## src/rrss_pkg.sv

```systemverilog
package rrss_pkg;

    // Process table size and pid width
    localparam int NUM_PROCS = 16;
    localparam int PID_W     = 4;
    localparam int STEP_W    = $clog2(NUM_PROCS + 1);

    localparam logic [PID_W-1:0] FALLBACK_PID = '0;
    localparam logic [15:0]      SLICE_RESET  = 16'd10;

    // Item kinds
    localparam logic [2:0] KIND_TICK   = 3'd0;
    localparam logic [2:0] KIND_ADD    = 3'd1;
    localparam logic [2:0] KIND_REMOVE = 3'd2;
    localparam logic [2:0] KIND_YIELD  = 3'd3;
    localparam logic [2:0] KIND_EXIT   = 3'd4;

    // Result status codes
    localparam logic [1:0] STATUS_OK     = 2'd0;
    localparam logic [1:0] STATUS_DUP    = 2'd1;
    localparam logic [1:0] STATUS_ABSENT = 2'd2;

    typedef enum logic [1:0] {
        PS_NONE,
        PS_READY,
        PS_RUNNING,
        PS_ZOMBIE
    } proc_state_t;

    typedef enum logic [3:0] {
        ST_IDLE,
        ST_EXEC,
        ST_ENQ,
        ST_UNL,
        ST_UNL_HEAD,
        ST_WALK_ISSUE,
        ST_WALK_CHECK,
        ST_SPLICE,
        ST_SCHED,
        ST_SCHED_REQ,
        ST_SCHED_FIN,
        ST_DONE
    } sched_state_t;

    typedef struct packed {
        logic [2:0]       kind;
        logic [PID_W-1:0] pid;
    } sched_in_t;

    typedef struct packed {
        logic             switched;
        logic [PID_W-1:0] running_pid;
        logic [PID_W-1:0] previous_pid;
        logic [1:0]       status;
    } sched_out_t;

endpackage

```

## src/rrss_link_mem.sv

```systemverilog
module rrss_link_mem (
    input  logic                      clk,
    input  logic                      wr_en,
    input  logic [rrss_pkg::PID_W-1:0] wr_addr,
    input  logic [rrss_pkg::PID_W-1:0] wr_data,
    input  logic [rrss_pkg::PID_W-1:0] rd_addr,
    output logic [rrss_pkg::PID_W-1:0] rd_data
);
    import rrss_pkg::*;

    // Successor links of the ready queue, one read and one write port
    logic [PID_W-1:0] mem [NUM_PROCS];
    logic [PID_W-1:0] rd_data_reg;

    always_ff @(posedge clk)
    begin
        if (wr_en)
        begin
            mem[wr_addr] <= wr_data;
        end
        rd_data_reg <= mem[rd_addr];
    end

    assign rd_data = rd_data_reg;

endmodule

```

## src/round_robin_slice_scheduler_top.sv

```systemverilog
// Round-robin time-slice scheduler over a linked ready queue; one item in flight.
// An add enqueues directly; a remove at the head unlinks it there, any other remove walks the
// queue one link read at a time; a schedule may requeue the current pid before it switches.
// A new beat is taken only after the previous result has loaded; a stalled output holds it off.
// Reset (rst_n, async low): pid 0 current, ready and queued; slice length 10.
module round_robin_slice_scheduler_top (
    input  logic                 clk,
    input  logic                 rst_n,
    input  logic                 in_valid,
    output logic                 in_stall,
    input  rrss_pkg::sched_in_t  in_data,
    output logic                 out_valid,
    input  logic                 out_stall,
    output rrss_pkg::sched_out_t out_data,
    input  logic                 cfg_valid,
    output logic                 cfg_ready,
    input  logic [15:0]          cfg_data
);
    import rrss_pkg::*;

    // Control state
    sched_state_t     state_reg, state_next;
    logic [PID_W-1:0] head_reg, head_next;
    logic [PID_W-1:0] tail_reg, tail_next;
    logic             nonempty_reg, nonempty_next;
    logic [PID_W-1:0] current_reg, current_next;
    logic [15:0]      slice_count_reg, slice_count_next;
    logic [15:0]      slice_length_reg;
    logic [NUM_PROCS-1:0] queued_reg;
    proc_state_t      pstate_reg [NUM_PROCS];
    logic             out_valid_reg, out_valid_next;

    // Working registers of the item in flight
    logic [2:0]       kind_reg, kind_next;
    logic [PID_W-1:0] pid_reg, pid_next;
    logic [PID_W-1:0] before_reg, before_next;
    logic [1:0]       status_reg, status_next;
    logic [PID_W-1:0] op_pid_reg, op_pid_next;
    logic [PID_W-1:0] nxt_reg, nxt_next;
    logic [PID_W-1:0] cur_reg, cur_next;
    logic [STEP_W-1:0] steps_reg, steps_next;
    logic             sched_flag_reg, sched_flag_next;
    sched_out_t       out_data_reg, out_data_next;

    // Table access and memory port
    logic [PID_W-1:0] sel_pid;
    proc_state_t      ps_rd;
    logic             q_rd;
    logic             ps_we, q_we, q_wdata;
    proc_state_t      ps_wdata;
    logic             mem_we;
    logic [PID_W-1:0] mem_waddr, mem_wdata, mem_raddr, mem_rdata;

    // Shared conditions
    logic [15:0]      slice_inc;
    logic             pid_valid, unl_absent, at_head, is_tail, walk_more, walk_hit, out_free;
    sched_state_t     after_unl;

    rrss_link_mem u_link_mem (
        .clk     (clk),
        .wr_en   (mem_we),
        .wr_addr (mem_waddr),
        .wr_data (mem_wdata),
        .rd_addr (mem_raddr),
        .rd_data (mem_rdata)
    );

    // One table address per state
    always_comb
    begin
        unique case (state_reg)
            ST_EXEC, ST_SCHED_REQ: sel_pid = current_reg;
            ST_SCHED_FIN:          sel_pid = nxt_reg;
            default:               sel_pid = op_pid_reg;
        endcase
    end

    assign ps_rd = pstate_reg[sel_pid];
    assign q_rd  = queued_reg[sel_pid];

    assign slice_inc  = slice_count_reg + 16'd1;
    assign pid_valid  = ({1'b0, pid_reg} < NUM_PROCS[PID_W:0]);
    assign unl_absent = !nonempty_reg || !q_rd;
    assign at_head    = (head_reg == op_pid_reg);
    assign is_tail    = (tail_reg == op_pid_reg);
    assign walk_more  = ({1'b0, steps_reg} < NUM_PROCS[STEP_W:0]) && (cur_reg != tail_reg);
    assign walk_hit   = (mem_rdata == op_pid_reg);
    assign after_unl  = sched_flag_reg ? ST_SCHED_REQ : ST_DONE;
    assign out_free   = !(out_valid_reg && out_stall);

    // Next state
    always_comb
    begin
        state_next = state_reg;
        unique case (state_reg)
            ST_IDLE:
            begin
                if (in_valid)
                begin
                    state_next = ST_EXEC;
                end
            end
            ST_EXEC:
            begin
                case (kind_reg) inside
                    KIND_TICK:   state_next = (slice_inc >= slice_length_reg) ? ST_SCHED : ST_DONE;
                    KIND_ADD:    state_next = pid_valid ? ST_ENQ : ST_DONE;
                    KIND_REMOVE: state_next = pid_valid ? ST_UNL : ST_DONE;
                    KIND_YIELD, KIND_EXIT: state_next = ST_SCHED;
                    default:     state_next = ST_DONE;
                endcase
            end
            ST_ENQ:        state_next = sched_flag_reg ? ST_SCHED_FIN : ST_DONE;
            ST_UNL:
            begin
                if (unl_absent)
                begin
                    state_next = after_unl;
                end
                else if (at_head)
                begin
                    state_next = is_tail ? after_unl : ST_UNL_HEAD;
                end
                else
                begin
                    state_next = ST_WALK_ISSUE;
                end
            end
            ST_UNL_HEAD:   state_next = after_unl;
            ST_WALK_ISSUE: state_next = walk_more ? ST_WALK_CHECK : after_unl;
            ST_WALK_CHECK:
            begin
                if (walk_hit)
                begin
                    state_next = is_tail ? after_unl : ST_SPLICE;
                end
                else
                begin
                    state_next = ST_WALK_ISSUE;
                end
            end
            ST_SPLICE:     state_next = after_unl;
            ST_SCHED:      state_next = nonempty_reg ? ST_UNL : ST_SCHED_REQ;
            ST_SCHED_REQ:  state_next = (ps_rd == PS_RUNNING) ? ST_ENQ : ST_SCHED_FIN;
            ST_SCHED_FIN:  state_next = ST_DONE;
            ST_DONE:
            begin
                if (out_free)
                begin
                    state_next = ST_IDLE;
                end
            end
            default:       state_next = ST_IDLE;
        endcase
    end

    // Datapath and table updates
    always_comb
    begin
        head_next        = head_reg;
        tail_next        = tail_reg;
        nonempty_next    = nonempty_reg;
        current_next     = current_reg;
        slice_count_next = slice_count_reg;
        kind_next        = kind_reg;
        pid_next         = pid_reg;
        before_next      = before_reg;
        status_next      = status_reg;
        op_pid_next      = op_pid_reg;
        nxt_next         = nxt_reg;
        cur_next         = cur_reg;
        steps_next       = steps_reg;
        sched_flag_next  = sched_flag_reg;
        out_data_next    = out_data_reg;
        out_valid_next   = out_valid_reg && out_stall;
        ps_we            = 1'b0;
        ps_wdata         = PS_NONE;
        q_we             = 1'b0;
        q_wdata          = 1'b0;
        mem_we           = 1'b0;
        mem_waddr        = tail_reg;
        mem_wdata        = op_pid_reg;
        mem_raddr        = op_pid_reg;

        unique case (state_reg)
            ST_IDLE:
            begin
                kind_next       = in_data.kind;
                pid_next        = in_data.pid;
                before_next     = current_reg;
                status_next     = STATUS_OK;
                sched_flag_next = 1'b0;
            end
            ST_EXEC:
            begin
                op_pid_next = pid_reg;
                case (kind_reg)
                    KIND_TICK:
                    begin
                        slice_count_next = (slice_inc >= slice_length_reg) ? 16'd0 : slice_inc;
                    end
                    KIND_REMOVE:
                    begin
                        if (!pid_valid)
                        begin
                            status_next = STATUS_ABSENT;
                        end
                    end
                    KIND_EXIT:
                    begin
                        ps_we    = 1'b1;
                        ps_wdata = PS_ZOMBIE;
                    end
                    default:
                    begin
                    end
                endcase
            end
            ST_ENQ:
            begin
                if (q_rd)
                begin
                    if (!sched_flag_reg)
                    begin
                        status_next = STATUS_DUP;
                    end
                end
                else
                begin
                    ps_we    = 1'b1;
                    ps_wdata = PS_READY;
                    q_we     = 1'b1;
                    q_wdata  = 1'b1;
                    if (nonempty_reg)
                    begin
                        mem_we = 1'b1;
                    end
                    else
                    begin
                        head_next = op_pid_reg;
                    end
                    tail_next     = op_pid_reg;
                    nonempty_next = 1'b1;
                end
            end
            ST_UNL:
            begin
                cur_next   = head_reg;
                steps_next = '0;
                if (unl_absent)
                begin
                    if (!sched_flag_reg)
                    begin
                        status_next = STATUS_ABSENT;
                    end
                end
                else if (at_head && is_tail)
                begin
                    nonempty_next = 1'b0;
                    q_we          = 1'b1;
                end
            end
            ST_UNL_HEAD:
            begin
                head_next = mem_rdata;
                q_we      = 1'b1;
            end
            ST_WALK_ISSUE:
            begin
                mem_raddr = cur_reg;
                if (!walk_more)
                begin
                    q_we = 1'b1;
                end
            end
            ST_WALK_CHECK:
            begin
                if (walk_hit)
                begin
                    if (is_tail)
                    begin
                        tail_next = cur_reg;
                        q_we      = 1'b1;
                    end
                end
                else
                begin
                    cur_next   = mem_rdata;
                    steps_next = steps_reg + 1'b1;
                end
            end
            ST_SPLICE:
            begin
                mem_we    = 1'b1;
                mem_waddr = cur_reg;
                mem_wdata = mem_rdata;
                q_we      = 1'b1;
            end
            ST_SCHED:
            begin
                sched_flag_next = 1'b1;
                nxt_next        = nonempty_reg ? head_reg : FALLBACK_PID;
                op_pid_next     = head_reg;
            end
            ST_SCHED_REQ:
            begin
                op_pid_next = current_reg;
            end
            ST_SCHED_FIN:
            begin
                if (nxt_reg == current_reg)
                begin
                    ps_we    = 1'b1;
                    ps_wdata = PS_RUNNING;
                end
                else
                begin
                    if (ps_rd == PS_READY)
                    begin
                        ps_we    = 1'b1;
                        ps_wdata = PS_RUNNING;
                    end
                    slice_count_next = 16'd0;
                    current_next     = nxt_reg;
                end
            end
            ST_DONE:
            begin
                if (out_free)
                begin
                    out_valid_next             = 1'b1;
                    out_data_next.switched     = (current_reg != before_reg);
                    out_data_next.running_pid  = current_reg;
                    out_data_next.previous_pid = before_reg;
                    out_data_next.status       = status_reg;
                end
            end
            default:
            begin
            end
        endcase
    end

    // Port outputs
    always_comb
    begin
        in_stall  = (state_reg != ST_IDLE);
        out_valid = out_valid_reg;
        out_data  = out_data_reg;
        cfg_ready = 1'b1;
    end

    // Control registers
    always_ff @(posedge clk or negedge rst_n)
    begin
        if (!rst_n)
        begin
            state_reg        <= ST_IDLE;
            head_reg         <= FALLBACK_PID;
            tail_reg         <= FALLBACK_PID;
            nonempty_reg     <= 1'b1;
            current_reg      <= FALLBACK_PID;
            slice_count_reg  <= 16'd0;
            slice_length_reg <= SLICE_RESET;
            out_valid_reg    <= 1'b0;
            for (int i = 0; i < NUM_PROCS; i++)
            begin
                queued_reg[i] <= (i == int'(FALLBACK_PID));
                pstate_reg[i] <= (i == int'(FALLBACK_PID)) ? PS_READY : PS_NONE;
            end
        end
        else
        begin
            state_reg       <= state_next;
            head_reg        <= head_next;
            tail_reg        <= tail_next;
            nonempty_reg    <= nonempty_next;
            current_reg     <= current_next;
            slice_count_reg <= slice_count_next;
            out_valid_reg   <= out_valid_next;
            if (cfg_valid && cfg_ready)
            begin
                slice_length_reg <= cfg_data;
            end
            if (q_we)
            begin
                queued_reg[sel_pid] <= q_wdata;
            end
            if (ps_we)
            begin
                pstate_reg[sel_pid] <= ps_wdata;
            end
        end
    end

    // Working registers
    always_ff @(posedge clk)
    begin
        kind_reg       <= kind_next;
        pid_reg        <= pid_next;
        before_reg     <= before_next;
        status_reg     <= status_next;
        op_pid_reg     <= op_pid_next;
        nxt_reg        <= nxt_next;
        cur_reg        <= cur_next;
        steps_reg      <= steps_next;
        sched_flag_reg <= sched_flag_next;
        out_data_reg   <= out_data_next;
    end

    // An accepted beat always starts execution
    a_accept_exec: assert property (@(posedge clk) disable iff (!rst_n)
        in_valid && !in_stall |=> state_reg == ST_EXEC)
        else $error("accepted beat did not start execution");

    // Empty queue holds no marks
    a_empty_unmarked: assert property (@(posedge clk) disable iff (!rst_n)
        !nonempty_reg |-> queued_reg == '0)
        else $error("queue empty but a pid is still marked queued");

    // Head and tail of a nonempty queue are marked
    a_ends_marked: assert property (@(posedge clk) disable iff (!rst_n)
        nonempty_reg |-> queued_reg[head_reg] && queued_reg[tail_reg])
        else $error("queue head or tail not marked queued");

endmodule

```

## config.mk

```make
export PLATFORM = sky130hd
export DESIGN_NAME = round_robin_slice_scheduler_top
export DESIGN_NICKNAME = d
export VERILOG_FILES = /design/src/rrss_pkg.sv /design/src/rrss_link_mem.sv /design/src/round_robin_slice_scheduler_top.sv
export SDC_FILE = /design/constraint.sdc
export NUM_CORES = 1
export LEC_CHECK = 0
export BUFFER_PORTS_ARGS = -buffer_cell sky130_fd_sc_hd__buf_2
export CAP_MARGIN = 25
export CELL_PAD_IN_SITES_DETAIL_PLACEMENT = 1
export CELL_PAD_IN_SITES_GLOBAL_PLACEMENT = 2
export CORE_AREA = 3 3 157 159
export DETAILED_ROUTE_END_ITERATION = 10
export DIE_AREA = 0 0 160 162
export PLACE_DENSITY_LB_ADDON = 0.1
export SLEW_MARGIN = 40
export SYNTH_ARGS = -nofsm -noshare
export SYNTH_HDL_FRONTEND = slang
export SYNTH_HIERARCHICAL = 1
export SYNTH_SLANG_ARGS = --single-unit
```

## constraint.sdc

```tcl
create_clock -name clk -period 8.1 [get_ports clk]
set_input_delay 1.215 -clock clk [delete_from_list [all_inputs] [get_ports clk]]
set_output_delay 1.215 -clock clk [all_outputs]
set_load 0.01 [all_outputs]
```

# Yosys cells after proc, flatten, opt, wreduce, memory -nomap -nowiden
# Memory sizes are Yosys's and may differ from the RTL's. A register that Yosys moved wholly into a read port is not among the register bits.
# Cells that the tools add are included.
dict set report word_totals {
  regBits 140
  ramBits 64
  input_bits 28
  out_inout_bits 14
  wordCells 201
  memories 1
}
# name words word_bits read_ports rd_ports_with_merged_regs wr line_no
set mem_list {}
lappend mem_list {u_link_mem.mem 16 4 1 1 1 rrss_link_mem.sv:12} ;# logic [PID_W-1:0] mem [NUM_PROCS];
dict set report classes {
  n_addsub 2
  n_lt_le_gt_ge 6
  eq_ne 38
  mux 82
  bitwise 3
  reduce_logical 31
}
# cell n
set ops {}
lappend ops {{two-way mux 4 bit} 22}
lappend ops {{two-way mux 16 bit} 3}
lappend ops {{case mux 4 bit (11 select lines)} 1}
lappend ops {{bitwise mux 32 bit} 1}
lappend ops {{case mux 16 bit (2 select lines)} 1}
lappend ops {{case mux 4 bit (2 select lines)} 4}
lappend ops {{inequality test 2 bit, second input constant} 15}
lappend ops {{two-way mux 2 bit} 13}
lappend ops {{two-way mux 1 bit} 22}
lappend ops {{adder 16 x 1 -> 16 bit, second input constant} 1}
lappend ops {{bitwise mux 16 bit} 1}
lappend ops {{equality test 4 x 3 -> 1 bit, second input constant} 4}
lappend ops {{equality test 4 bit} 4}
lappend ops {{equality test 4 bit, second input constant} 4}
lappend ops {{greater-or-equal comparator 16 bit} 1}
lappend ops {{case mux 2 bit (3 select lines)} 2}
lappend ops {{case mux 4 bit (3 select lines)} 1}
lappend ops {{nonzero test 2 bit} 6}
lappend ops {{case mux 5 bit (2 select lines)} 1}
lappend ops {{binary-select mux 2 bit (select 4 bit)} 1}
lappend ops {{demux 2 bit (select 4 bit)} 1}
lappend ops {{equality test 4 x 2 -> 1 bit, second input constant} 2}
lappend ops {{inequality test 4 bit} 2}
lappend ops {{AND reduction 2 bit} 4}
lappend ops {{other kinds (31)} 45}

# Logic depth before layout (Yosys ltp)
# Gate-level depths: netlist of run 1.
dict set report logic_depth {
  ltp_word 12
  mapped_depth 17
  ltp_nobuf 15
}

# By module
# The synthesis of run 1 kept the hierarchy.
# module instances cells_per_inst area_per_inst_um2 seq_area_each_um2
set modules_own_cells {}
lappend modules_own_cells {round_robin_slice_scheduler_top 1 809 8025.2 3719.8}
lappend modules_own_cells {rrss_link_mem 1 130 2666.3 2001.9}

# Least setup slack after synthesis of run 1
# Ideal clock, no wire load.
dict set report synth_timing {
  path_type {register to register}
  from {reg state_reg[2]}
  to {mem u_link_mem.mem[0][0] (enable)}
  setup_ps 361
  arrival_ps 3199
  required_time_ps 7739
  setup_slack_ps 4540
  stages_incl_launch_ff 11
  path_buffers 1
  period_less_slack_ps 3560
  path_cell_list {dfrtp_1 buf_4 and4bb_2 nor3_1 nor3_1 o211ai_1 a32oi_1 nor3_1 o21ai_0 or3b_2 nor3_1}
}
dict set report synth_between {
  elab_chain_len 9
  elab_cells_between_ends 14
  cone_classes {eq/ne (5); mux (8); reduce/logical (1)}
}
# element line_no
set synth_lines {}
lappend synth_lines {{from (decl)} round_robin_slice_scheduler_top.sv:22} ;# sched_state_t state_reg, state_next;
lappend synth_lines {{from (signal assigned)} round_robin_slice_scheduler_top.sv:374} ;# state_reg <= state_next;
lappend synth_lines {{equality test 4 x 1 -> 1 bit / equality test 4 bit (equally long branches)} round_robin_slice_scheduler_top.sv:71} ;# unique case (state_reg)
lappend synth_lines {{OR reduction 2 bit} round_robin_slice_scheduler_top.sv:71}
lappend synth_lines {{case mux 4 bit (2 select lines)} round_robin_slice_scheduler_top.sv:71}
lappend synth_lines {{binary-select mux 1 bit (select 4 bit)} round_robin_slice_scheduler_top.sv:79} ;# assign q_rd = queued_reg[sel_pid];
lappend synth_lines {{two-way mux 1 bit (not written as such)} round_robin_slice_scheduler_top.sv:79}
lappend synth_lines {{two-way mux 1 bit} round_robin_slice_scheduler_top.sv:221} ;# if (q_rd)
lappend synth_lines {{case mux 1 bit (2 select lines) (*)} round_robin_slice_scheduler_top.sv:185} ;# unique case (state_reg)
lappend synth_lines {{named net mem_we} round_robin_slice_scheduler_top.sv:51} ;# logic mem_we;
lappend synth_lines {{two-way mux 1 bit (*)} rrss_link_mem.sv:17} ;# if (wr_en)
lappend synth_lines {{two-way mux 1 bit (not written as such) (*)} rrss_link_mem.sv:19} ;# mem[wr_addr] <= wr_data;
lappend synth_lines {{to (decl)} rrss_link_mem.sv:12}
# The timed path passes the listed nets; every way through them passes the cells marked *. The select of a mux whose other input is x is not followed.

# Worst setup path in the final report of run 1
dict set report layout_timing {
  from {reg state_reg[0]}
  to {mem u_link_mem.mem[0][0] (enable)}
}
# The elaborated chain is that of the path after synthesis.

==> results.sh, run 1 <==
export IMPL_drv_cap=0
export IMPL_post_route_min_period_ns=5.01
export IMPL_viasPerCell=6.07
export IMPL_hpwl_um=20800
export IMPL_largest_reg_flops=64
export IMPL_required_ns=8.27
export IMPL_synth_top_cell_by_area="edfxtp_1"
export IMPL_synth_area_leaders="edfxtp_1 30%, dfrtp_1 22%, mux4_1 3.4%"
export IMPL_syn_area_per_cell_um2=11.4
export IMPL_fmax_mhz=199
export IMPL_syn_num_nets=985
export IMPL_postCtsHoldBufs=0
export IMPL_grt_setup_unrepaired="false"
export IMPL_initial_core_util_pct=45.7
export IMPL_hold_path_class="flop to flop"
export IMPL_synthFlopType="edfxtp_1"
export IMPL_synth_commonest_cells="106 x edfxtp_1, 93 x dfrtp_1, 87 x nand2_1, 57 x nor2_1, 54 x o21ai_0"
export IMPL_placed_area_mm2=0.0111
export IMPL_track_usage_pct=22.9
export IMPL_cp_end_kind="flop"
export IMPL_netlist_instances=939
export IMPL_firstDrtPassIters=5
export IMPL_antenna_found_initial=0
export IMPL_wirelength_um=29500
export IMPL_numCtsBuffers=24
export IMPL_clock_sinks=208
export IMPL_setup_viol=0
export IMPL_synth_top_area_share_pct=29.8
export IMPL_routabilityCongestion=0.928
export IMPL_cts_tree="yes"
export IMPL_num_rows=56
export IMPL_finalHoldViolCount=0
export IMPL_grt_pass1_wl_um=47200
export IMPL_synth_edf_count=106
export IMPL_drc=0
export IMPL_final_core_util_pct=51.5
export IMPL_ys_ff_latch=208
export IMPL_drt_iter0_drc=526
export IMPL_max_stage_delay_ns=0.75
export IMPL_antennaDiodeCount=0
export IMPL_worst_skew_pair_late_latency_ns=0.53
export IMPL_ys_seq_area_share_pct=53.5
export IMPL_drive_gt1_share_pct=15.3
export IMPL_async_flop_share_pct=47.1
export IMPL_root_buffer="clkbuf_16"
export IMPL_finalInstanceArea_mm2=0.0120
export IMPL_htree_levels=1
export IMPL_crit_slowest_cell="dfrtp_2"
export IMPL_clockBufferDepth=3
export IMPL_fin_crit_sh_pct=61.9
export IMPL_synth_most_common_cell="edfxtp_1"
export IMPL_port_buffers=40
export IMPL_criticalPathCategory="flop to flop"
export IMPL_ir_worst_vdd_v=0.000203
export IMPL_die_x_um=160
export IMPL_fp_dieArea_mm2=0.0259
export IMPL_grt_overflow=0
export IMPL_netlist_area_mm2=0.0107
export IMPL_slew_viol_final=0
export IMPL_finalNonFillerCells=1301
export IMPL_routedWlPerCell_um=22.7
export IMPL_detail_route_antenna_nets=0
export IMPL_grt_max_degree=58
export IMPL_critPathMaxFanout=37
export IMPL_ys_types=79
export IMPL_tns_ns=0
export IMPL_syn_to_final_growth_pct=12.7
export IMPL_cts_clk_slew_worst_paths_ns=0.06
export IMPL_vias=7899
export IMPL_placedCellCount=1255
export IMPL_start_kind="flop"
export IMPL_grt_pass1_vias=8486
export IMPL_crit_chain="nand4bb_1 -> buf_4 -> nand3_1 -> a221oi_1 -> o21ai_0 -> a32oi_1 -> nor3_1 -> o21ai_0 -> or3b_2 -> nor3_1"
export IMPL_ioPinCount=42
export IMPL_cts_resized=0
export IMPL_p_leak_nw=4.66
export IMPL_coreArea_mm2=0.0234
export IMPL_relSlewSlack_pct=43.9
export IMPL_yosys_warnings=6
export IMPL_worst_ep_arrival_time_ns=5.18
export IMPL_status="completed"
export IMPL_post_cts_buffers=0
export IMPL_skew_ns=0.0129
export IMPL_power_density_mw_per_mm2=405
export IMPL_nets=1010
export IMPL_tightestPinTransition_ns=0.835
export IMPL_finalPower_mw=4.88
export IMPL_die_y_um=162
==> critical path, delay by kind of cell, from the launching register on <==
| family | cells | cell delay [ns] |
|---|---|---|
| flip-flops | 1 | 0.75 |
| buffers and inverters | 1 | 0.29 |
| AND/OR/NAND/NOR | 5 | 1.60 |
| AO/OA/AOI/OAI | 4 | 2.00 |
==> cells by family after synthesis <==
| logic type | Yosys count | synth area share (%) |
|---|---|---|
| AO/OA/AOI/OAI | 254 | 17.4 |
| multiplexers | 44 | 6.68 |
| flip-flops | 208 | 53.5 |
| other | 1 | 0.0351 |
| XOR/XNOR | 42 | 3.44 |
| adder cells (fa/ha/maj) | 18 | 2.11 |
| AND/OR/NAND/NOR | 279 | 12.9 |
| buffers and inverters | 93 | 3.93 |
==> layout by cell type (no fill, tap or decap), types with 6 or more instances in the layout <==
master / Yosys / final
a211oi_1: 7 / 6
a21boi_0: 8 / 8
a21o_1: 8 / 8
a21oi_1: 43 / 41
a311o_1: 14 / 14
a32o_1: 9 / 9
a32oi_1: 6 / 6
and2_1: 8 / 8
and3_1: 8 / 8
buf_2: 8 / 39
buf_4: 6 / 12
clkbuf_16: 0 / 24
dfrtp_1: 93 / 91
edfxtp_1: 106 / 106
ha_1: 18 / 18
inv_1: 38 / 38
mux2_2: 17 / 17
mux2i_1: 11 / 11
mux4_1: 14 / 14
nand2_1: 87 / 86
nand2b_1: 15 / 15
nand3_1: 37 / 37
nand3b_1: 6 / 6
nand4_1: 6 / 6
nor2_1: 57 / 57
nor2b_1: 6 / 6
nor3_1: 23 / 20
o211ai_1: 6 / 6
o21a_1: 11 / 11
o21ai_0: 54 / 54
o221ai_1: 7 / 7
o221ai_2: 8 / 8
o31ai_1: 18 / 18
or3_1: 6 / 6
xnor2_1: 29 / 29
xor2_1: 13 / 13
==> final cells by class <==
cell class | count | area [µm²]
Inverter | 38 | 143
Clock buffer | 29 | 639
Fill cell | 2499 | 11400
Sequential cell | 208 | 5720
Tap cell | 319 | 399
Multi-Input combinational cell | 638 | 4590
Timing Repair Buffer | 54 | 319
Clock inverter | 15 | 225
==> routing by layer <==
| metal | GRT usage [%] | up-vias | wire length, µm |
|---|---|---|---|
| met5 | 0 | - | 0 |
| met4 | 9.31 | 0 | 1240 |
| met3 | 3.16 | 79 | 1030 |
| met2 | 40.2 | 172 | 15000 |
| met1 | 28.6 | 4039 | 12200 |
| li1 | - | 3609 | - |
==> final timing paths <==
| path | from | slack [ns] | cells after the start | to |
|---|---|---|---|---|
| min reg2reg | status_reg[1]$_SDFFCE_PN0P_ | 0.44 | 0 | out_data[1]$_DFFE_PP_ |
| max | state_reg[0]$_DFFE_PN0P_ | 3.09 | 10 | u_link_mem/mem[0][0]$_DFFE_PP_ |
| max in group asynchronous | rst_n | 6.46 | 2 | state_reg[0]$_DFFE_PN0P_ |
| min | status_reg[1]$_SDFFCE_PN0P_ | 0.44 | 0 | out_data[1]$_DFFE_PP_ |
| max reg2reg | state_reg[0]$_DFFE_PN0P_ | 3.09 | 10 | u_link_mem/mem[0][0]$_DFFE_PP_ |
| min in group asynchronous | rst_n | 0.67 | 1 | pstate_reg[4]$_DFFE_PN0P_ |
==> where the power goes <==
group,switching [mW],internal (mW),total [mW]
Clock,0.452,0.725,1.18
Combinational,1.30,0.686,1.98
Sequential,0.302,1.42,1.73
==> through the flow <==
stage / hold WS, ns / setup WS, ns
after floorplan: 0.400 / 4.54
after global placement: 0.419 / 3.12
after detailed placement: 0.421 / 3.04
after CTS: 0.434 / 3.06
after global routing: 0.448 / 2.78
final: 0.437 / 3.09
No activity file was read; power rests on OpenSTA's default activity.
==> run 2, diff against run 1 <==
--- a/config.mk
+++ b/config.mk
@@ -9,9 +9,9 @@
 export CAP_MARGIN = 25
 export CELL_PAD_IN_SITES_DETAIL_PLACEMENT = 1
 export CELL_PAD_IN_SITES_GLOBAL_PLACEMENT = 2
-export CORE_AREA = 3 3 157 159
+export CORE_AREA = 3 3 162 164
 export DETAILED_ROUTE_END_ITERATION = 10
-export DIE_AREA = 0 0 160 162
+export DIE_AREA = 0 0 165 167
 export PLACE_DENSITY_LB_ADDON = 0.1
 export SLEW_MARGIN = 40
 export SYNTH_ARGS = -nofsm -noshare
==> constraint.sdc (replaced) <==
create_clock -name clk -period 4.9 [get_ports clk]
set_input_delay 0.735 -clock clk [delete_from_list [all_inputs] [get_ports clk]]
set_output_delay 0.735 -clock clk [all_outputs]
set_load 0.01 [all_outputs]
==> results.sh, run 2 (synthesized netlist as in run 1, its figures left out) <==
export IMPL_switchingPower_mw=3.40
export IMPL_grt_max_degree=61
export IMPL_grt_setup_unrepaired="false"
export IMPL_post_place_ws_ns=0.462
export IMPL_numCtsBuffers=24
export IMPL_drc=0
export IMPL_viasPerCell=5.92
export IMPL_reg2reg_from="state_reg[3]$_DFFE_PN0P_"
export IMPL_hpwl_um=21000
export IMPL_required_ns=5.07
export IMPL_setup_viol=0
export IMPL_swShare_pct=42.4
export IMPL_power_density_mw_per_mm2=665
export IMPL_initial_core_util_pct=42.7
export IMPL_crit_top_cell="nor3_1"
export IMPL_criticalPathCategory="flop to flop"
export IMPL_clockBufferDepth=3
export IMPL_cts_tree="yes"
export IMPL_grt_overflow=0
export IMPL_grt_pass1_vias=8307
export IMPL_slew_viol_final=0
export IMPL_root_buffer="clkbuf_16"
export IMPL_p_clk_share_pct=22.5
export IMPL_skew_ns=0.0142
export IMPL_p_leak_nw=4.68
export IMPL_postCtsHoldBufs=0
export IMPL_routedWlPerCell_um=22.3
export IMPL_firstDrtPassIters=4
export IMPL_drv_cap=0
export IMPL_cp_end_kind="flop"
export IMPL_finalNonFillerCells=1322
export IMPL_ioPinCount=42
export IMPL_post_cts_buffers=0
export IMPL_start_kind="flop"
export IMPL_timing_hold_ws_ns=0.179
export IMPL_detail_route_antenna_nets=0
export IMPL_seq_power_share_pct=34.8
export IMPL_fp_dieArea_mm2=0.0276
export IMPL_htree_levels=1
export IMPL_multi_input_comb_area_mm2=0.00457
export IMPL_crit_slowest_cell="dfrtp_1"
export IMPL_setup_ws_ns=0.424
export IMPL_finalHoldViolCount=0
export IMPL_placedCellCount=1278
export IMPL_nets=1020
export IMPL_r2r_cells=10
export IMPL_max_stage_delay_ns=0.69
export IMPL_fillCellCount=2661
export IMPL_antenna_found_initial=0
export IMPL_vias=7832
export IMPL_syn_to_final_growth_pct=12.6
export IMPL_num_rows=58
export IMPL_port_buffers=40
export IMPL_die_y_um=167
export IMPL_die_x_um=165
export IMPL_path_buf_inv=1
export IMPL_clock_sinks=208
export IMPL_mostFrequentLayoutCells="106 x edfxtp_1, 93 x dfrtp_1, 87 x nand2_1"
export IMPL_path_delay_family="simple AND/OR/NAND/NOR gates"
export IMPL_intPower_mw=4.61
export IMPL_fin_crit_sh_pct=91.4
export IMPL_tns_ns=0
export IMPL_coreArea_mm2=0.0250
export IMPL_seqCellArea_mm2=0.00572
export IMPL_relSlewSlack_pct=48.1
export IMPL_worst_ep_arrival_time_ns=4.65
export IMPL_largest_reg_flops=64
export IMPL_track_usage_pct=21.6
export IMPL_worst_skew_pair_late_latency_ns=0.53
export IMPL_r2r_end="u_link_mem/mem[0][0]$_DFFE_PP_"
export IMPL_r2r_slack_ns=0.42
export IMPL_fmax_mhz=223
export IMPL_power_frac_comb_pct=42.7
export IMPL_routabilityCongestion=0.844
export IMPL_critPathMaxFanout=18
export IMPL_drt_iter0_drc=536
export IMPL_drive_gt1_share_pct=15.4
export IMPL_antennaDiodeCount=0
export IMPL_tightestPinTransition_ns=0.774
export IMPL_grt_pass1_wl_um=47100
export IMPL_ir_worst_vdd_v=0.000304
export IMPL_post_route_min_period_ns=4.48
export IMPL_hold_path_class="primary input to asynchronous set/reset pin"
export IMPL_final_common_cell="edfxtp_1"
export IMPL_status="completed"
export IMPL_cts_resized=0
export IMPL_crit_chain="and4bb_2 -> nor2_1 -> a221o_1 -> a2111oi_0 -> a41o_1 -> nor3_1 -> o21ai_0 -> buf_4 -> or3b_2 -> nor3_1"
export IMPL_wirelength_um=29500
export IMPL_cts_clk_slew_worst_paths_ns=0.06
run 2: cell count changes in the layout (fill, tap and decap cells not counted), moves of 2 or more:
cell	delta
nor3_2	-2
buf_4	+12
nor3_1	+2
buf_6	-2
inv_6	+2
dfrtp_1	+2
bufinv_16	-3
dfrtp_2	-2
run 2: how the worst max path moves through the flow:
stage / depth (start not counted) / endpoint / start
detailed placement: 10 / u_link_mem/mem[0][3]$_DFFE_PP_ / state_reg[3]$_DFFE_PN0P_
finish: 10 / u_link_mem/mem[0][0]$_DFFE_PP_ / state_reg[3]$_DFFE_PN0P_
global placement: 10 / u_link_mem/mem[0][0]$_DFFE_PP_ / state_reg[3]$_DFFE_PN0P_
CTS: 10 / u_link_mem/mem[0][0]$_DFFE_PP_ / state_reg[3]$_DFFE_PN0P_
floorplan: 10 / u_link_mem/mem[0][0]$_DFFE_PP_ / state_reg[2]$_DFFE_PN0P_
global route: 10 / u_link_mem/mem[0][2]$_DFFE_PP_ / state_reg[3]$_DFFE_PN0P_
run 2: layout make-up:
cell class	instances	area share [%]
Tap cell	330	3.43
Inverter	38	1.19
Multi-Input combinational cell	638	38.0
Clock buffer	29	5.31
Timing Repair Buffer	64	3.21
Sequential cell	208	47.5
Clock inverter	15	1.32
run 2: stage by stage:
step           total power [mW]  utilization [%]  cell area, µm²
2_1_floorplan              5.04                -           10700
3_3_place_gp               6.07             44.8           11200
3_5_place_dp               6.22             44.9           11200
4_1_cts                    8.06             48.0           12000
5_1_grt                    8.49             48.1           12000
6_report                   8.00             48.1           12000
run 2: layer usage:
metal | routed length, µm | track usage (%) | up-vias
li1 | - | - | 3631
met5 | 0 | 0 | -
met4 | 916 | 6.97 | 0
met3 | 1220 | 2.96 | 62
met1 | 12500 | 28.5 | 3974
met2 | 14800 | 36.8 | 165
run 2: power groups by stage:
stage | clock [mW] | combinational, mW | sequential [mW]
3_5_place_dp | 0 | 3.41 | 2.81
6_report | 1.80 | 3.42 | 2.78
5_1_grt | 1.92 | 3.74 | 2.84
2_1_floorplan | 0 | 2.46 | 2.58
4_1_cts | 1.84 | 3.43 | 2.78
3_3_place_gp | 0 | 3.28 | 2.79
==> run 3, diff against run 2 <==
--- a/config.mk
+++ b/config.mk
@@ -9,12 +9,11 @@
 export CAP_MARGIN = 25
 export CELL_PAD_IN_SITES_DETAIL_PLACEMENT = 1
 export CELL_PAD_IN_SITES_GLOBAL_PLACEMENT = 2
-export CORE_AREA = 3 3 162 164
+export CORE_AREA = 3 3 163 165
 export DETAILED_ROUTE_END_ITERATION = 10
-export DIE_AREA = 0 0 165 167
+export DIE_AREA = 0 0 166 168
 export PLACE_DENSITY_LB_ADDON = 0.1
 export SLEW_MARGIN = 40
 export SYNTH_ARGS = -nofsm -noshare
 export SYNTH_HDL_FRONTEND = slang
-export SYNTH_HIERARCHICAL = 1
 export SYNTH_SLANG_ARGS = --single-unit
==> results.sh, run 3 <==
export IMPL_ioPinCount=42
export IMPL_tightestPinTransition_ns=0.864
export IMPL_power_density_mw_per_mm2=657
export IMPL_synth_area_leaders="edfxtp_1 30%, dfrtp_1 22%, nand2_1 4.1%"
export IMPL_synth_commonest_cells="116 x nand2_1, 106 x edfxtp_1, 93 x dfrtp_1, 86 x o21ai_0, 49 x nand3_1"
export IMPL_path_buf_inv=0
export IMPL_cts_tree="yes"
export IMPL_finalHoldViolCount=0
export IMPL_syn_to_final_growth_pct=13.4
export IMPL_synth_top_cell_by_area="edfxtp_1"
export IMPL_drive_gt1_share_pct=14.1
export IMPL_clockBufferDepth=3
export IMPL_htree_levels=1
export IMPL_placedCellCount=1334
export IMPL_p_clk_share_pct=23.2
export IMPL_path_delay_family="simple AND/OR/NAND/NOR gates"
export IMPL_syn_num_nets=1041
export IMPL_num_rows=58
export IMPL_max_stage_delay_ns=0.73
export IMPL_syn_area_per_cell_um2=10.7
export IMPL_ys_types=72
export IMPL_detail_route_antenna_nets=0
export IMPL_fin_crit_sh_pct=84.5
export IMPL_swShare_pct=42.4
export IMPL_antennaDiodeCount=0
export IMPL_post_cts_buffers=0
export IMPL_crit_slowest_cell="dfrtp_1"
export IMPL_finalNonFillerCells=1378
export IMPL_slew_viol_final=0
export IMPL_track_usage_pct=20.8
export IMPL_tns_ns=0
export IMPL_ys_seq_area_share_pct=53.9
export IMPL_seqCellArea_mm2=0.00572
export IMPL_nets=1076
export IMPL_synthFlopType="edfxtp_1"
export IMPL_setup_viol=0
export IMPL_crit_chain="or3b_1 -> and3_1 -> o211ai_2 -> a211oi_1 -> nor4_2 -> nand4_1 -> o21ai_0 -> and2_1"
export IMPL_status="completed"
export IMPL_cts_resized=0
export IMPL_routabilityCongestion=0.837
export IMPL_numCtsBuffers=24
export IMPL_power_frac_comb_pct=42.0
export IMPL_crit_start="state_reg[0]$_DFFE_PN0P_"
export IMPL_async_flop_share_pct=47.1
export IMPL_worst_skew_pair_late_latency_ns=0.52
export IMPL_antenna_found_initial=0
export IMPL_initial_core_util_pct=42.1
export IMPL_p_leak_nw=4.81
export IMPL_final_common_cell="nand2_1"
export IMPL_synth_edf_count=106
export IMPL_reg2reg_from="state_reg[0]$_DFFE_PN0P_"
export IMPL_cp_end_kind="flop"
export IMPL_grt_max_degree=41
export IMPL_intPower_mw=4.55
export IMPL_root_buffer="clkbuf_16"
export IMPL_postCtsHoldBufs=0
export IMPL_post_route_min_period_ns=4.14
export IMPL_synth_most_common_cell="nand2_1"
export IMPL_fmax_mhz=241
export IMPL_drv_cap=0
export IMPL_worst_ep_arrival_time_ns=4.36
export IMPL_largest_reg_flops=64
export IMPL_required_ns=5.11
export IMPL_firstDrtPassIters=4
export IMPL_multi_input_comb_area_mm2=0.00449
export IMPL_coreArea_mm2=0.0252
export IMPL_ir_worst_vdd_v=0.000359
export IMPL_ys_ff_latch=208
export IMPL_cts_clk_slew_worst_paths_ns=0.06
export IMPL_critPathMaxFanout=19
export IMPL_fillCellCount=2724
export IMPL_wirelength_um=29400
export IMPL_grt_overflow=0
export IMPL_grt_pass1_vias=8278
export IMPL_hold_path_class="primary input to asynchronous set/reset pin"
export IMPL_switchingPower_mw=3.35
export IMPL_viasPerCell=5.81
export IMPL_seq_power_share_pct=34.8
export IMPL_die_y_um=168
export IMPL_grt_pass1_wl_um=47300
export IMPL_relSlewSlack_pct=41.8
export IMPL_netlist_area_mm2=0.0106
export IMPL_grt_setup_unrepaired="false"
export IMPL_clock_sinks=208
export IMPL_mostFrequentLayoutCells="116 x nand2_1, 106 x edfxtp_1, 93 x dfrtp_1"
export IMPL_synth_top_area_share_pct=30.0
export IMPL_port_buffers=40
export IMPL_fp_dieArea_mm2=0.0279
export IMPL_criticalPathCategory="flop to flop"
export IMPL_hpwl_um=20500
export IMPL_skew_ns=0.00997
export IMPL_drc=0
export IMPL_die_x_um=166
export IMPL_drt_iter0_drc=594
export IMPL_yosys_warnings=0
export IMPL_netlist_instances=995
export IMPL_routedWlPerCell_um=21.3
export IMPL_timing_hold_ws_ns=0.157
export IMPL_vias=8011
export IMPL_start_kind="flop"
-- run 3: kinds of logic after synthesis --
family | synth area share, %
XOR/XNOR | 3.47
buffers and inverters | 4.00
adder cells (fa/ha/maj) | 2.12
flip-flops | 53.9
AO/OA/AOI/OAI | 15.7
multiplexers | 5.53
AND/OR/NAND/NOR | 15.2
other | 0.0353
-- run 3: path summary, 6_finish.rpt --
| check | depth (start not counted) | end | slack, ns |
|---|---|---|---|
| worst max-delay path | 8 | u_link_mem.mem[15][3]$_DFFE_PP_ | 0.76 |
| worst min-delay path | 1 | out_valid$_DFF_PN0_ | 0.16 |
| worst max register to register | 8 | u_link_mem.mem[15][3]$_DFFE_PP_ | 0.76 |
| worst min register to register | 0 | out_data[0]$_DFFE_PP_ | 0.43 |
| max in group asynchronous | 2 | slice_length_reg[1]$_DFFE_PN1P_ | 3.81 |
| min in group clk | 1 | pid_reg[3]$_DFFE_PP_ | 0.40 |
-- run 3: area by class of cell --
class,instances,area share (%)
flip-flops and latches,208,47.6
clock buffers,28,5.29
repair buffers,70,3.66
clock inverters,16,1.40
well taps,330,3.43
inverters,42,1.31
multi-input cells,684,37.4
-- run 3: layer usage --
metal	GRT usage [%]	share of wire [%]	up-vias
li1	-	-	3769
met1	29.8	48	4067
met2	34.5	47	141
met3	2.68	3.2	34
met4	4.16	1.7	0
met5	0	0	-
-- run 3: power groups by stage --
stage | sequential, mW | clock [mW] | combinational, mW
2_1_floorplan | 2.53 | 0 | 2.34
3_3_place_gp | 2.77 | 0 | 3.25
3_5_place_dp | 2.77 | 0 | 3.30
4_1_cts | 2.74 | 1.88 | 3.32
5_1_grt | 2.80 | 1.96 | 3.62
6_report | 2.75 | 1.83 | 3.32
-- run 3: metrics by stage --
stage	util (%)	cell area, µm²	setup slack [ns]	power (mW)
final	47.8	12000	0.758	7.90
after global routing	47.8	12000	0.513	8.39
after CTS	47.8	12000	0.830	7.94
after detailed placement	44.6	11200	0.846	6.06
after global placement	44.4	11200	0.845	6.02
after floorplan	-	10600	1.54	4.88
-- run 3: worst reg2reg max path: cells and delay by family, from the launching register on --
| kind | cells | cell delay, ns |
|---|---|---|
| simple gates | 5 | 2.11 |
| flops | 1 | 0.73 |
| compound gates | 3 | 1.01 |
